--- src/design/i2cwb_pkg.sv ---
`timescale 1ns / 1ps

package i2cwb_pkg;

	localparam int HOLD_W   = 16;
	localparam int DATA_W   = 8;
	localparam int CFG_IDX_W = 8;

	localparam logic [HOLD_W-1:0] SETUP_HOLD_RESET  = HOLD_W'(10);
	localparam logic [HOLD_W-1:0] HALF_PERIOD_RESET = HOLD_W'(500);

	localparam logic [CFG_IDX_W-1:0] REG_SETUP_HOLD  = CFG_IDX_W'(0);
	localparam logic [CFG_IDX_W-1:0] REG_HALF_PERIOD = CFG_IDX_W'(1);

	// data bits 0..7, then the fake ACK slot
	localparam int BIT_CNT_W = 4;
	localparam logic [BIT_CNT_W-1:0] ACK_SLOT = BIT_CNT_W'(DATA_W);

	typedef struct packed {
		logic [HOLD_W-1:0] setup_hold;
		logic [HOLD_W-1:0] half_period;
	} cfg_t;

	typedef struct packed {
		logic              scl;
		logic              sda;
		logic [HOLD_W-1:0] hold;
		logic              last;
	} phase_t;

endpackage

--- src/design/i2c_write_only_bit_shifter.sv ---
`timescale 1ns / 1ps
// Write-only I2C master phase generator for a target that never acknowledges.
// Input channel (in_valid/in_ready): one byte plus start_before/stop_after.
// Output channel (out_valid/out_ready): one pin phase per transfer, giving the
// SCL and SDA levels and how long to hold them; last_phase marks the final
// phase of a byte. A byte yields 27 phases, plus 4 for a start and 4 for a stop.
// Config channel (cfg_valid/cfg_ready, always ready): index 0 is the setup hold,
// index 1 the half period, both in microseconds; other indexes are ignored.
// The first phase of a byte passes from the registered sequencer state into the
// output register before it shows on the output, when that register is free.
// Throughput: one phase per cycle while the receiver is ready; a byte gives 27
// to 35 phases as the phase sequencer steps through start, bits, ACK slot and
// stop. The next byte is taken in the cycle its predecessor's last phase enters
// the output register, so phases of consecutive bytes follow without a gap.
// Reset: pins assumed low, setup hold 10, half period 500, no pending work.
// When the receiver stalls, the output register holds its phase and the
// sequencer waits; input is refused until the last phase is loaded there.
module i2c_write_only_bit_shifter (
	input  logic                            clk,
	input  logic                            arst_n,
	input  logic                            cfg_valid,
	output logic                            cfg_ready,
	input  logic [i2cwb_pkg::CFG_IDX_W-1:0] cfg_index,
	input  logic [i2cwb_pkg::HOLD_W-1:0]    cfg_data,
	input  logic                            in_valid,
	output logic                            in_ready,
	input  logic [i2cwb_pkg::DATA_W-1:0]    data_byte,
	input  logic                            start_before,
	input  logic                            stop_after,
	output logic                            out_valid,
	input  logic                            out_ready,
	output logic                            scl_level,
	output logic                            sda_level,
	output logic [i2cwb_pkg::HOLD_W-1:0]    hold_us,
	output logic                            last_phase
);
	import i2cwb_pkg::*;

	cfg_t   cfg;
	phase_t phase;
	logic   phase_valid;
	logic   take;

	i2cwb_cfg_regs u_cfg (
		.clk       (clk),
		.arst_n    (arst_n),
		.cfg_valid (cfg_valid),
		.cfg_ready (cfg_ready),
		.cfg_index (cfg_index),
		.cfg_data  (cfg_data),
		.cfg       (cfg)
	);

	i2cwb_seq u_seq (
		.clk          (clk),
		.arst_n       (arst_n),
		.in_valid     (in_valid),
		.in_ready     (in_ready),
		.data_byte    (data_byte),
		.start_before (start_before),
		.stop_after   (stop_after),
		.cfg          (cfg),
		.take         (take),
		.phase_valid  (phase_valid),
		.phase        (phase)
	);

	i2cwb_out_reg u_out (
		.clk         (clk),
		.arst_n      (arst_n),
		.phase_valid (phase_valid),
		.phase       (phase),
		.take        (take),
		.out_valid   (out_valid),
		.out_ready   (out_ready),
		.scl_level   (scl_level),
		.sda_level   (sda_level),
		.hold_us     (hold_us),
		.last_phase  (last_phase)
	);

endmodule

--- src/design/i2cwb_cfg_regs.sv ---
`timescale 1ns / 1ps

module i2cwb_cfg_regs (
	input  logic                          clk,
	input  logic                          arst_n,
	input  logic                          cfg_valid,
	output logic                          cfg_ready,
	input  logic [i2cwb_pkg::CFG_IDX_W-1:0] cfg_index,
	input  logic [i2cwb_pkg::HOLD_W-1:0]  cfg_data,
	output i2cwb_pkg::cfg_t               cfg
);
	import i2cwb_pkg::*;

	cfg_t cfg_q;

	assign cfg_ready = 1'b1;
	assign cfg       = cfg_q;

	always_ff @(posedge clk or negedge arst_n) begin
		if (!arst_n) begin
			cfg_q.setup_hold  <= SETUP_HOLD_RESET;
			cfg_q.half_period <= HALF_PERIOD_RESET;
		end else if (cfg_valid) begin
			// unknown indexes are dropped
			unique case (cfg_index)
				REG_SETUP_HOLD:  cfg_q.setup_hold  <= cfg_data;
				REG_HALF_PERIOD: cfg_q.half_period <= cfg_data;
				default: ;
			endcase
		end
	end

endmodule

--- src/design/i2cwb_seq.sv ---
`timescale 1ns / 1ps

module i2cwb_seq (
	input  logic                         clk,
	input  logic                         arst_n,
	input  logic                         in_valid,
	output logic                         in_ready,
	input  logic [i2cwb_pkg::DATA_W-1:0] data_byte,
	input  logic                         start_before,
	input  logic                         stop_after,
	input  i2cwb_pkg::cfg_t              cfg,
	input  logic                         take,
	output logic                         phase_valid,
	output i2cwb_pkg::phase_t            phase
);
	import i2cwb_pkg::*;

	typedef enum logic [1:0] {
		SEG_START,
		SEG_BITS,
		SEG_STOP
	} seg_t;

	seg_t                 seg_q;
	logic [1:0]           step_q;
	logic [BIT_CNT_W-1:0] bit_q;
	logic                 busy_q;
	logic [DATA_W-1:0]    data_q;
	logic                 stop_q;
	logic                 scl_pin_q;
	logic                 sda_pin_q;

	logic issue;
	logic accept;
	logic cur_bit;
	logic [2:0] bit_idx;

	assign bit_idx = 3'(DATA_W - 1) - bit_q[2:0];
	assign cur_bit = (bit_q == ACK_SLOT) ? 1'b1 : data_q[bit_idx];

	always_comb begin
		phase.scl  = scl_pin_q;
		phase.sda  = sda_pin_q;
		phase.hold = cfg.half_period;
		phase.last = 1'b0;
		unique case (seg_q)
			SEG_START: begin
				case (step_q)
					2'd0: phase.scl = 1'b1;
					2'd1: begin
						phase.scl = 1'b1;
						phase.sda = 1'b1;
					end
					2'd2: begin
						phase.scl = 1'b1;
						phase.sda = 1'b0;
					end
					default: begin
						phase.scl = 1'b0;
						phase.sda = 1'b0;
					end
				endcase
			end
			SEG_BITS: begin
				phase.sda = cur_bit;
				case (step_q)
					2'd0: phase.hold = cfg.setup_hold;
					2'd1: phase.scl = 1'b1;
					default: phase.scl = 1'b0;
				endcase
				phase.last = (bit_q == ACK_SLOT) && (step_q == 2'd2) && !stop_q;
			end
			SEG_STOP: begin
				case (step_q)
					2'd0: phase.scl = 1'b0;
					2'd1: begin
						phase.scl = 1'b0;
						phase.sda = 1'b0;
					end
					2'd2: begin
						phase.scl = 1'b1;
						phase.sda = 1'b0;
					end
					default: begin
						phase.scl  = 1'b1;
						phase.sda  = 1'b1;
						phase.last = 1'b1;
					end
				endcase
			end
			default: ;
		endcase
	end

	assign phase_valid = busy_q;
	assign issue       = busy_q && take;
	// next byte may load while the final phase of this one is handed off
	assign in_ready    = !busy_q || (issue && phase.last);
	assign accept      = in_valid && in_ready;

	always_ff @(posedge clk or negedge arst_n) begin
		if (!arst_n) begin
			seg_q     <= SEG_START;
			step_q    <= 2'd0;
			bit_q     <= '0;
			busy_q    <= 1'b0;
			stop_q    <= 1'b0;
			scl_pin_q <= 1'b0;
			sda_pin_q <= 1'b0;
		end else begin
			if (issue) begin
				scl_pin_q <= phase.scl;
				sda_pin_q <= phase.sda;
			end
			if (accept) begin
				busy_q <= 1'b1;
				stop_q <= stop_after;
				seg_q  <= start_before ? SEG_START : SEG_BITS;
				step_q <= 2'd0;
				bit_q  <= '0;
			end else if (issue && phase.last) begin
				busy_q <= 1'b0;
			end else if (issue) begin
				unique case (seg_q)
					SEG_START: begin
						if (step_q == 2'd3) begin
							seg_q  <= SEG_BITS;
							step_q <= 2'd0;
							bit_q  <= '0;
						end else begin
							step_q <= step_q + 2'd1;
						end
					end
					SEG_BITS: begin
						if (step_q == 2'd2) begin
							step_q <= 2'd0;
							if (bit_q == ACK_SLOT) begin
								seg_q <= SEG_STOP;
							end else begin
								bit_q <= bit_q + BIT_CNT_W'(1);
							end
						end else begin
							step_q <= step_q + 2'd1;
						end
					end
					SEG_STOP: step_q <= step_q + 2'd1;
					default: seg_q <= SEG_START;
				endcase
			end
		end
	end

	always_ff @(posedge clk) begin
		if (accept) begin
			data_q <= data_byte;
		end
	end

endmodule

--- src/design/i2cwb_out_reg.sv ---
`timescale 1ns / 1ps

module i2cwb_out_reg (
	input  logic                         clk,
	input  logic                         arst_n,
	input  logic                         phase_valid,
	input  i2cwb_pkg::phase_t            phase,
	output logic                         take,
	output logic                         out_valid,
	input  logic                         out_ready,
	output logic                         scl_level,
	output logic                         sda_level,
	output logic [i2cwb_pkg::HOLD_W-1:0] hold_us,
	output logic                         last_phase
);
	import i2cwb_pkg::*;

	logic   out_valid_q;
	phase_t phase_q;

	assign take = !out_valid_q || out_ready;

	always_ff @(posedge clk or negedge arst_n) begin
		if (!arst_n) begin
			out_valid_q <= 1'b0;
		end else if (take) begin
			out_valid_q <= phase_valid;
		end
	end

	always_ff @(posedge clk) begin
		if (take && phase_valid) begin
			phase_q <= phase;
		end
	end

	assign out_valid  = out_valid_q;
	assign scl_level  = phase_q.scl;
	assign sda_level  = phase_q.sda;
	assign hold_us    = phase_q.hold;
	assign last_phase = phase_q.last;

endmodule

--- config.mk ---
export PLATFORM = sky130hd
export DESIGN_NAME = i2c_write_only_bit_shifter
export DESIGN_NICKNAME = d
export VERILOG_FILES = /design/src/design/i2cwb_pkg.sv /design/src/design/i2c_write_only_bit_shifter.sv /design/src/design/i2cwb_cfg_regs.sv /design/src/design/i2cwb_seq.sv /design/src/design/i2cwb_out_reg.sv
export SDC_FILE = /design/constraint.sdc
export NUM_CORES = 1
export LEC_CHECK = 0
export ABC_CLOCK_PERIOD_IN_PS = 3000
export BUFFER_PORTS_ARGS = -buffer_cell sky130_fd_sc_hd__buf_2
export CAP_MARGIN = 20
export CORE_MARGIN = 2
export CORE_UTILIZATION = 55
export DETAILED_ROUTE_END_ITERATION = 7
export PLACE_DENSITY = 0.86
export SYNTH_ARGS = -nofsm -noshare
export SYNTH_HDL_FRONTEND = slang
export SYNTH_SLANG_ARGS = --single-unit
--- constraint.sdc ---
create_clock -name clk -period 3 [get_ports clk]
set_clock_uncertainty 0.05 [all_clocks]
set_input_delay 0.15 -clock clk [delete_from_list [all_inputs] [get_ports clk]]
set_output_delay 0.15 -clock clk [all_outputs]
set_load 0.02 [all_outputs]
==> tab_implementation.tex, run 1 <==
\begin{tabular}{lr}
\hline
Metric & Value \\
\hline
\multicolumn{2}{l}{\textbf{Pwr}} \\
\quad Max rail drop VDD & 372 µV \\
\quad Power per standard cell area & about 700 nW/µm² \\
\quad Total power consumption of the routed design & slightly below 3000 µW \\
\quad Leakage power total & 0.00192 µW \\
\multicolumn{2}{l}{\textbf{Min path}} \\
\quad Hold path start & cfg\_data[7] \\
\quad Worst min-delay path endpoint & u\_cfg.cfg[7] \\
\quad Type of the worst min-delay path & primary input to register \\
\quad Worst hold stages & 2 \\
\multicolumn{2}{l}{\textbf{Placed design}} \\
\quad Detailed-placement wirelength estimate & $\sim$4400 µm \\
\quad Placement-stage cell area & about 3700 µm² \\
\quad Count of input and output buffers & 59 \\
\quad Final weighted congestion in routability-driven placement & around 0.86 \\
\multicolumn{2}{l}{\textbf{Floorplan}} \\
\quad Die height & around 83 µm \\
\quad Die area & between 6000 and 7000 µm² \\
\quad Site row count & 28 \\
\quad Core area & 5960 µm² \\
\quad Starting density of the core & between 50 and 60\% \\
\quad Die width & $\sim$83 µm \\
\quad Ports placed on the boundary & 61 \\
\multicolumn{2}{l}{\textbf{Clock tree}} \\
\quad Clock insertion delay at the later pin of the skew report & 350 ps \\
\quad Library cell used as clock root buffer & sky130\_fd\_sc\_hd\_\_clkbuf\_8 \\
\quad Number of setup buffers added after CTS & 0 \\
\quad Clock Tree Buf Depth & 2 \\
\quad CTS sink count & a little over 70 \\
\quad Clock Pin Slew Worst Setup and Hold Paths & 70 ps \\
\quad CTS-repair resized insts & 0 \\
\quad CTS H-Tree Depth & 3 \\
\quad TritonCTS buffer count & 9 \\
\quad TritonCTS clock tree & built \\
\quad Hold-fix buffers, CTS & 27 \\
\multicolumn{2}{l}{\textbf{Synth}} \\
\quad Most common flop cell mapped by yosys & sky130\_fd\_sc\_hd\_\_dfrtp\_1 \\
\quad Library cell with the largest summed area after synthesis & sky130\_fd\_sc\_hd\_\_dfrtp\_1 \\
\quad Net Count, Synth & roughly 290 \\
\quad Proportion of synthesized chip area in sequential cells & between 50\% and 60\% \\
\quad Top area cells in the synthesized netlist & sky130\_fd\_sc\_hd\_\_dfrtp\_1 (27\%), sky130\_fd\_sc\_hd\_\_edfxtp\_1 (24\%), sky130\_fd\_sc\_hd\_\_mux2\_2 (13\%) \\
\quad Count of yosys warnings during synthesis & 0 \\
\quad EDFF count, synth & 27 \\
\quad Mean Syn Cell Area & 14.6 µm² \\
\quad Share of async-settable or async-resettable flops after synthesis & 62.5\% \\
\quad Register bit total from synthesis & 72 \\
\quad Gate count after technology mapping & around 230 \\
\quad Proportion of netlist area held by the largest area contributor & a little over a quarter \\
\quad Total standard cell area after synthesis & 3390 µm² \\
\quad Distinct cells, synth & 44 \\
\multicolumn{2}{l}{\textbf{Drt}} \\
\quad First-iteration detailed-routing DRC count & between 90 and 100 \\
\quad Post-route DRC violation count & 0 \\
\quad Routed Wire Length & between 6000 and 7000 µm \\
\quad ANT nets after route & 0 \\
\quad First-pass DRT Iterations & 4 \\
\quad Via count & roughly 2,200 \\
\quad Per-cell via count in the routed design & roughly 5.4 \\
\quad Routed wirelength normalized by instance count & approximately 17 µm \\
\multicolumn{2}{l}{\textbf{Timing}} \\
\quad Slew @ Worst Pin & roughly 740 ps \\
\quad Relative slew margins & 50.7\% \\
\quad Fraction of the cycle the final worst path needs & approximately 85\% \\
\quad Max Slew Vio Count & 0 \\
\quad Fmax & roughly 0.39 GHz \\
\quad Crit path time final & roughly 2600 ps \\
\quad RSZ-0062 raised after global routing & no \\
\quad Finish-stage setup viols & 0 \\
\quad Hold Vio Cnt, Final & 0 \\
\quad Final setup TNS & 0 ps \\
\multicolumn{2}{l}{\textbf{Setup path}} \\
\quad Worst Path Class, Setup & register to register \\
\quad Critical Path AT & between 2000 and 3000 ps \\
\quad Critical path's largest stage delay & 460 ps \\
\quad Worst-path maximum fanout & 13 \\
\quad Reg-to-reg startpoint & u\_seq.seg\_q[1] \\
\quad Chain of cells forming the critical path & inv\_1 -> ha\_1 -> nand4b\_1 -> o21ai\_2 -> a21bo\_2 -> and2\_1 -> buf\_4 -> mux2\_1 \\
\quad R2R depth & 8 \\
\quad Worst Path Required & around 3200 ps \\
\quad Register-to-register path setup slack & 450 ps \\
\quad Kind of start point of the critical path & register \\
\quad Worst reg2reg endpoint & u\_seq.stop\_q \\
\quad Sort of element at the end of the critical path & register \\
\quad Slowest CP cell & sky130\_fd\_sc\_hd\_\_ha\_1 \\
\multicolumn{2}{l}{\textbf{Global route}} \\
\quad Pin count of the biggest net entering global routing & 46 \\
\quad Total grt overflow & 0 \\
\quad Via count of the first global-routing pass & roughly 2,200 \\
\quad Number of antenna violations at the first check in global routing & 0 \\
\quad Global-route wire length before repair & approximately 10,000 µm \\
\quad Global-route usage over all layers & approximately 21\% \\
\multicolumn{2}{l}{\textbf{Cells and area}} \\
\quad Area overhead of the layout relative to synthesis & 24.2\% \\
\quad Proportion of layout cells with a drive suffix above 1 & 44.0\% \\
\quad Antenna cell count & 0 \\
\quad Number of nets in the layout & 379 \\
\quad Most common library cell in the layout ignoring fill and taps & sky130\_fd\_sc\_hd\_\_buf\_2 \\
\quad Final design area excluding fillers & around 4200 µm² \\
\quad Most used cells in the layout excluding fill and tap cells & sky130\_fd\_sc\_hd\_\_buf\_2 (59), sky130\_fd\_sc\_hd\_\_mux2\_2 (38), sky130\_fd\_sc\_hd\_\_dfrtp\_1 (37) \\
\multicolumn{2}{l}{\textbf{Job}} \\
\quad Max-capacitance violation count & 0 \\
\multicolumn{2}{l}{\textbf{Outcome}} \\
\quad Outcome & finished, final reports clean \\
\hline
\end{tabular}
==> Yosys cell counts (2+ instances only) <==
cell type and count:
sky130_fd_sc_hd__a22oi_1 2, sky130_fd_sc_hd__dfstp_2 8, sky130_fd_sc_hd__nand2b_1 6, sky130_fd_sc_hd__a221oi_1 2, sky130_fd_sc_hd__nand2_1 5, sky130_fd_sc_hd__dfrtp_1 37, sky130_fd_sc_hd__nor3_1 3, sky130_fd_sc_hd__buf_6 2
sky130_fd_sc_hd__mux2_4 12, sky130_fd_sc_hd__edfxtp_1 27, sky130_fd_sc_hd__nor2_1 14, sky130_fd_sc_hd__ha_1 13, sky130_fd_sc_hd__mux2_2 38, sky130_fd_sc_hd__buf_2 3, sky130_fd_sc_hd__inv_1 11, sky130_fd_sc_hd__o21ai_0 4
sky130_fd_sc_hd__mux2i_1 10, sky130_fd_sc_hd__nand3_1 6, sky130_fd_sc_hd__a21oi_1 4, sky130_fd_sc_hd__buf_4 2
==> per-stage QoR <==
stage	setup WS (ps)	util [%]	std cells	hold WS (ps)
2_1_floorplan	784	-	233	-196
3_3_place_gp	597	62.8	363	278
3_5_place_dp	484	62.8	363	281
4_1_cts	462	70.4	406	5.20
5_1_grt	254	70.7	407	1.69
6_report	448	70.7	407	15.5
==> registers in the layout, indices dropped and copies added (netlist names) <==
name and count:
u_out.last_phase 1, u_seq.sda_pin_q 1, u_seq.scl_pin_q 1, u_seq.step_q 2, u_out.out_valid 1, u_seq.bit_q 4, u_out.sda_level 1, u_cfg.cfg 32
u_seq.data_q 8, u_seq.stop_q 1, u_out.scl_level 1, u_seq.phase_valid 1, u_out.hold_us 16, u_seq.seg_q 2
==> layer usage <==
| metal | vias up | global-route usage [%] | wire length, µm | part of all wire, % |
|---|---|---|---|---|
| met5 | - | 0 | 0 | 0 |
| met4 | 0 | 11.0 | 146 | 2.2 |
| met3 | 15 | 5.11 | 206 | 3.0 |
| met2 | 44 | 35.6 | 3560 | 53 |
| met1 | 1083 | 26.1 | 2840 | 42 |
| li1 | 1036 | - | - | - |
==> cell families after synthesis <==
kind of cell             share of synthesized area, %
AO/OA/AOI/OAI                                    4.58
adder cells (fa/ha/maj)                          4.80
buffers and inverters                            3.47
flip-flops                                       57.4
multiplexers                                     21.2
other                                           0.111
AND/OR/NAND/NOR                                  8.41
==> report_power, final <==
group,switching [µW],internal (µW)
combinational,531,427
clock,374,323
sequential,127,1190
total,1030,1940
==> how the worst max path moves through the flow <==
stage                              start           end  slack [ps]  cells after the start
after global routing      u_seq.seg_q[1]  u_seq.stop_q         250                      8
after CTS                 u_seq.seg_q[1]  u_seq.stop_q         460                      8
after global placement    u_seq.seg_q[1]  u_seq.stop_q         600                      8
final                     u_seq.seg_q[1]  u_seq.stop_q         450                      8
after floorplan           u_seq.seg_q[0]  u_seq.stop_q         780                      8
after detailed placement  u_seq.seg_q[1]  u_seq.stop_q         480                      8
==> worst max-delay path, delay by kind of cell, from the launching register on <==
family	cells	cell delay [ps]
adders and majority gates	1	460
muxes	1	330
and+or+nand+nor	2	360
buffers and inverters	2	330
AOI/OAI and AO/OA	2	490
DFF	1	410
==> cell type report <==
cell class | count | area [µm²]
Clock buffer | 10 | 138
Tap cell | 75 | 93.8
Inverter | 11 | 41.3
Sequential cell | 72 | 1950
Fill cell | 429 | 1740
Timing Repair Buffer | 92 | 623
Clock inverter | 6 | 43.8
Multi-Input combinational cell | 141 | 1330
(Power assumes the default switching activity.)
==> run 2: changes to the inputs <==
PLACE_DENSITY = 0.75   (was 0.86)
==> run 2 against run 1 <==
Effect of this change:
- register-to-register slack better by 95 ps
- count of clock-buffer cells in the layout up 1
- combinational power up 1%
- critical path type unchanged
- first-iteration DRC count down 9.9%
- clock power up 42%
- sequential share of layout area down 0.74 points
- sequential power about the same
==> tab_implementation.tex, run 2 (synthesized netlist as in run 1, its figures left out) <==
\begin{tabular}{lr}
\hline
Metric & Value \\
\hline
\multicolumn{2}{l}{\textbf{Setup path}} \\
\quad Kind of start point of the critical path & register (unchanged) \\
\quad Sort of element at the end of the critical path & register (unchanged) \\
\quad Critical path's largest stage delay & 410 ps (was 460 ps) \\
\quad Worst Path Required & 3010 ps (was 3180 ps) \\
\quad Critical Path AT & 2460 ps (was 2730 ps) \\
\quad Top cell family by delay on the critical path & simple AND/OR/NAND/NOR gates (was compound AO/OA/AOI/OAI gates) \\
\quad Worst Path Class, Setup & register to register (unchanged) \\
\quad Worst-path maximum fanout & 9 (was 13) \\
\quad Chain of cells forming the critical path & inv\_1 -> ha\_1 -> nand4b\_1 -> o21ai\_2 -> a21bo\_2 -> and2\_1 -> buf\_4 (was inv\_1 -> ha\_1 -> nand4b\_1 -> o21ai\_2 -> a21bo\_2 -> and2\_1 -> buf\_4 -> mux2\_1) \\
\quad Buffers and inverters on the worst path & 2 (unchanged) \\
\quad Slowest CP cell & sky130\_fd\_sc\_hd\_\_dfrtp\_1 (was sky130\_fd\_sc\_hd\_\_ha\_1) \\
\multicolumn{2}{l}{\textbf{Floorplan}} \\
\quad Ports placed on the boundary & 61 (unchanged) \\
\quad Die height & 82.5 µm (unchanged) \\
\quad Die width & 82.5 µm (unchanged) \\
\quad Starting density of the core & 56.9\% (unchanged) \\
\quad Site row count & 28 (unchanged) \\
\quad Die area & 6810 µm² (unchanged) \\
\quad Core area & 5960 µm² (unchanged) \\
\multicolumn{2}{l}{\textbf{Timing}} \\
\quad Max Slew Vio Count & 0 (unchanged) \\
\quad Crit path time final & 2460 ps (was 2550 ps) \\
\quad Final setup TNS & 0 ps (unchanged) \\
\quad Fraction of the cycle the final worst path needs & 81.9\% (was 85.1\%) \\
\quad Fmax & 0.407 GHz (was 0.392 GHz) \\
\quad Finish-stage setup viols & 0 (unchanged) \\
\quad Slew @ Worst Pin & 638 ps (was 739 ps) \\
\quad Hold Vio Cnt, Final & 0 (unchanged) \\
\quad Tightest hold margin & 14.9 ps (was 15.5 ps) \\
\quad RSZ-0062 raised after global routing & no (unchanged) \\
\quad Relative slew margins & 57.4\% (was 50.7\%) \\
\multicolumn{2}{l}{\textbf{Global route}} \\
\quad Via count of the first global-routing pass & 2,122 (was 2,188) \\
\quad Total grt overflow & 0 (unchanged) \\
\quad Global-route wire length before repair & 10,200 µm (was 10,500 µm) \\
\quad Pin count of the biggest net entering global routing & 46 (unchanged) \\
\quad Number of antenna violations at the first check in global routing & 0 (unchanged) \\
\quad Global-route usage over all layers & 20.5\% (was 21.4\%) \\
\multicolumn{2}{l}{\textbf{Clock tree}} \\
\quad TritonCTS buffer count & 9 (unchanged) \\
\quad Hold-fix buffers, CTS & 24 (was 27) \\
\quad CTS H-Tree Depth & 3 (unchanged) \\
\quad Clock Tree Buf Depth & 2 (unchanged) \\
\quad CTS-repair resized insts & 0 (unchanged) \\
\quad Clock Pin Slew Worst Setup and Hold Paths & 70 ps (about the same) \\
\quad CTS sink count & 72 (unchanged) \\
\quad TritonCTS clock tree & built (unchanged) \\
\quad Clock insertion delay at the later pin of the skew report & 340 ps (was 350 ps) \\
\quad Library cell used as clock root buffer & sky130\_fd\_sc\_hd\_\_clkbuf\_8 (unchanged) \\
\quad Number of setup buffers added after CTS & 0 (unchanged) \\
\multicolumn{2}{l}{\textbf{Drt}} \\
\quad First-iteration detailed-routing DRC count & 82 (was 91) \\
\quad Routed wirelength normalized by instance count & 15.5 µm (was 16.6 µm) \\
\quad Routed Wire Length & 6280 µm (was 6760 µm) \\
\quad Per-cell via count in the routed design & 5.27 (was 5.35) \\
\quad ANT nets after route & 0 (unchanged) \\
\quad First-pass DRT Iterations & 4 (unchanged) \\
\quad Via count & 2,136 (was 2,178) \\
\quad Post-route DRC violation count & 0 (unchanged) \\
\multicolumn{2}{l}{\textbf{Pwr}} \\
\quad Power per standard cell area & 764 nW/µm² (was 705 nW/µm²) \\
\quad Max rail drop VDD & 425 µV (was 372 µV) \\
\quad Leakage power total & 0.00197 µW (was 0.00192 µW) \\
\multicolumn{2}{l}{\textbf{Placed design}} \\
\quad Count of input and output buffers & 59 (unchanged) \\
\quad Final weighted congestion in routability-driven placement & 0.849 (was 0.860) \\
\quad Detailed-placement wirelength estimate & 4240 µm (was 4440 µm) \\
\multicolumn{2}{l}{\textbf{Job}} \\
\quad Max-capacitance violation count & 0 (unchanged) \\
\multicolumn{2}{l}{\textbf{Cells and area}} \\
\quad Area overhead of the layout relative to synthesis & 26.3\% (was 24.2\%) \\
\quad Number of flip-flops in the largest register & 32 (unchanged) \\
\quad Fill cell total of the finished layout & 414 (was 429) \\
\quad Most common library cell in the layout ignoring fill and taps & sky130\_fd\_sc\_hd\_\_buf\_2 (unchanged) \\
\quad Proportion of layout cells with a drive suffix above 1 & 44.5\% (was 44.0\%) \\
\quad Antenna cell count & 0 (unchanged) \\
\quad Number of nets in the layout & 377 (was 379) \\
\quad Most used cells in the layout excluding fill and tap cells & sky130\_fd\_sc\_hd\_\_buf\_2 (59), sky130\_fd\_sc\_hd\_\_mux2\_2 (38), sky130\_fd\_sc\_hd\_\_dfrtp\_1 (37) (unchanged) \\
\multicolumn{2}{l}{\textbf{Min path}} \\
\quad Type of the worst min-delay path & primary input to register (unchanged) \\
\multicolumn{2}{l}{\textbf{Outcome}} \\
\quad Outcome & finished, final reports clean (unchanged) \\
\hline
\end{tabular}
[run 2: cell count changes in the layout (fill, tap and decap cells not counted), sizes merged]
cell         before  now
clkinvlp          3    0
dlygate4sd3      27   25
clkbuf           10   11
bufinv            0    3
clkinv            2    1
[run 2: worst register-to-register path, stage by stage, from the launching register on]
cell	delay (ps)
sky130_fd_sc_hd__dfrtp_1	410
sky130_fd_sc_hd__inv_1	90
sky130_fd_sc_hd__ha_1	360
sky130_fd_sc_hd__nand4b_1	150
sky130_fd_sc_hd__o21ai_2	260
sky130_fd_sc_hd__a21bo_2	200
sky130_fd_sc_hd__and2_1	390
sky130_fd_sc_hd__buf_4	260
[run 2: area by class of cell]
class | count | area, µm² | share of cell area, %
timing repair buffer | 90 | 603 | 14.1
tap | 75 | 93.8 | 2.19
sequential | 72 | 1950 | 45.5
clock inverter | 5 | 108 | 2.51
multi-input combinational | 141 | 1330 | 31.0
inverter | 11 | 41.3 | 0.964
clock buffer | 11 | 163 | 3.80
[run 2: per-stage QoR]
stage          cell area (µm²)  util (%)  instances  power (µW)  setup slack [ps]
6_report                  4280      71.9        405        3270               543
5_1_grt                   4280      71.9        405        3460               341
4_1_cts                   4250      71.4        403        3290               526
3_5_place_dp              3740      62.8        363        2270               550
3_3_place_gp              3740      62.8        363        2230               638
2_1_floorplan             3390         -        233        2020               784
[run 2: final timing paths]
kind,startpoint,end,slack (ps),cells after the start
worst max register to register,u_seq.seg_q[0],u_seq.data_q[0],540,7
worst min-delay path,cfg_data[6],u_cfg.cfg[22],10,2
worst max-delay path,u_seq.seg_q[0],u_seq.data_q[0],540,7
min in group asynchronous,arst_n,u_seq.step_q[1],110,2
worst min register to register,u_seq.stop_q,u_seq.stop_q,440,1
max in group asynchronous,arst_n,u_cfg.cfg[8],2290,3
[run 2: routing by layer]
layer / global-route usage, % / wire length [µm] / part of all wire (%) / up-vias
li1: - / - / - / 1023
met3: 4.24 / 232 / 3.7 / 12
met5: 0 / 0 / 0 / -
met2: 31.9 / 3050 / 49 / 50
met1: 27.3 / 2860 / 45 / 1051
met4: 10.5 / 136 / 2.2 / 0
[run 2: power by group]
part / leakage (µW) / switching (µW) / internal (µW)
combinational: 0.00100 / 536 / 430
sequential: 0.000831 / 123 / 1190
clock: 0.000135 / 363 / 630
total: 0.00197 / 1020 / 2250
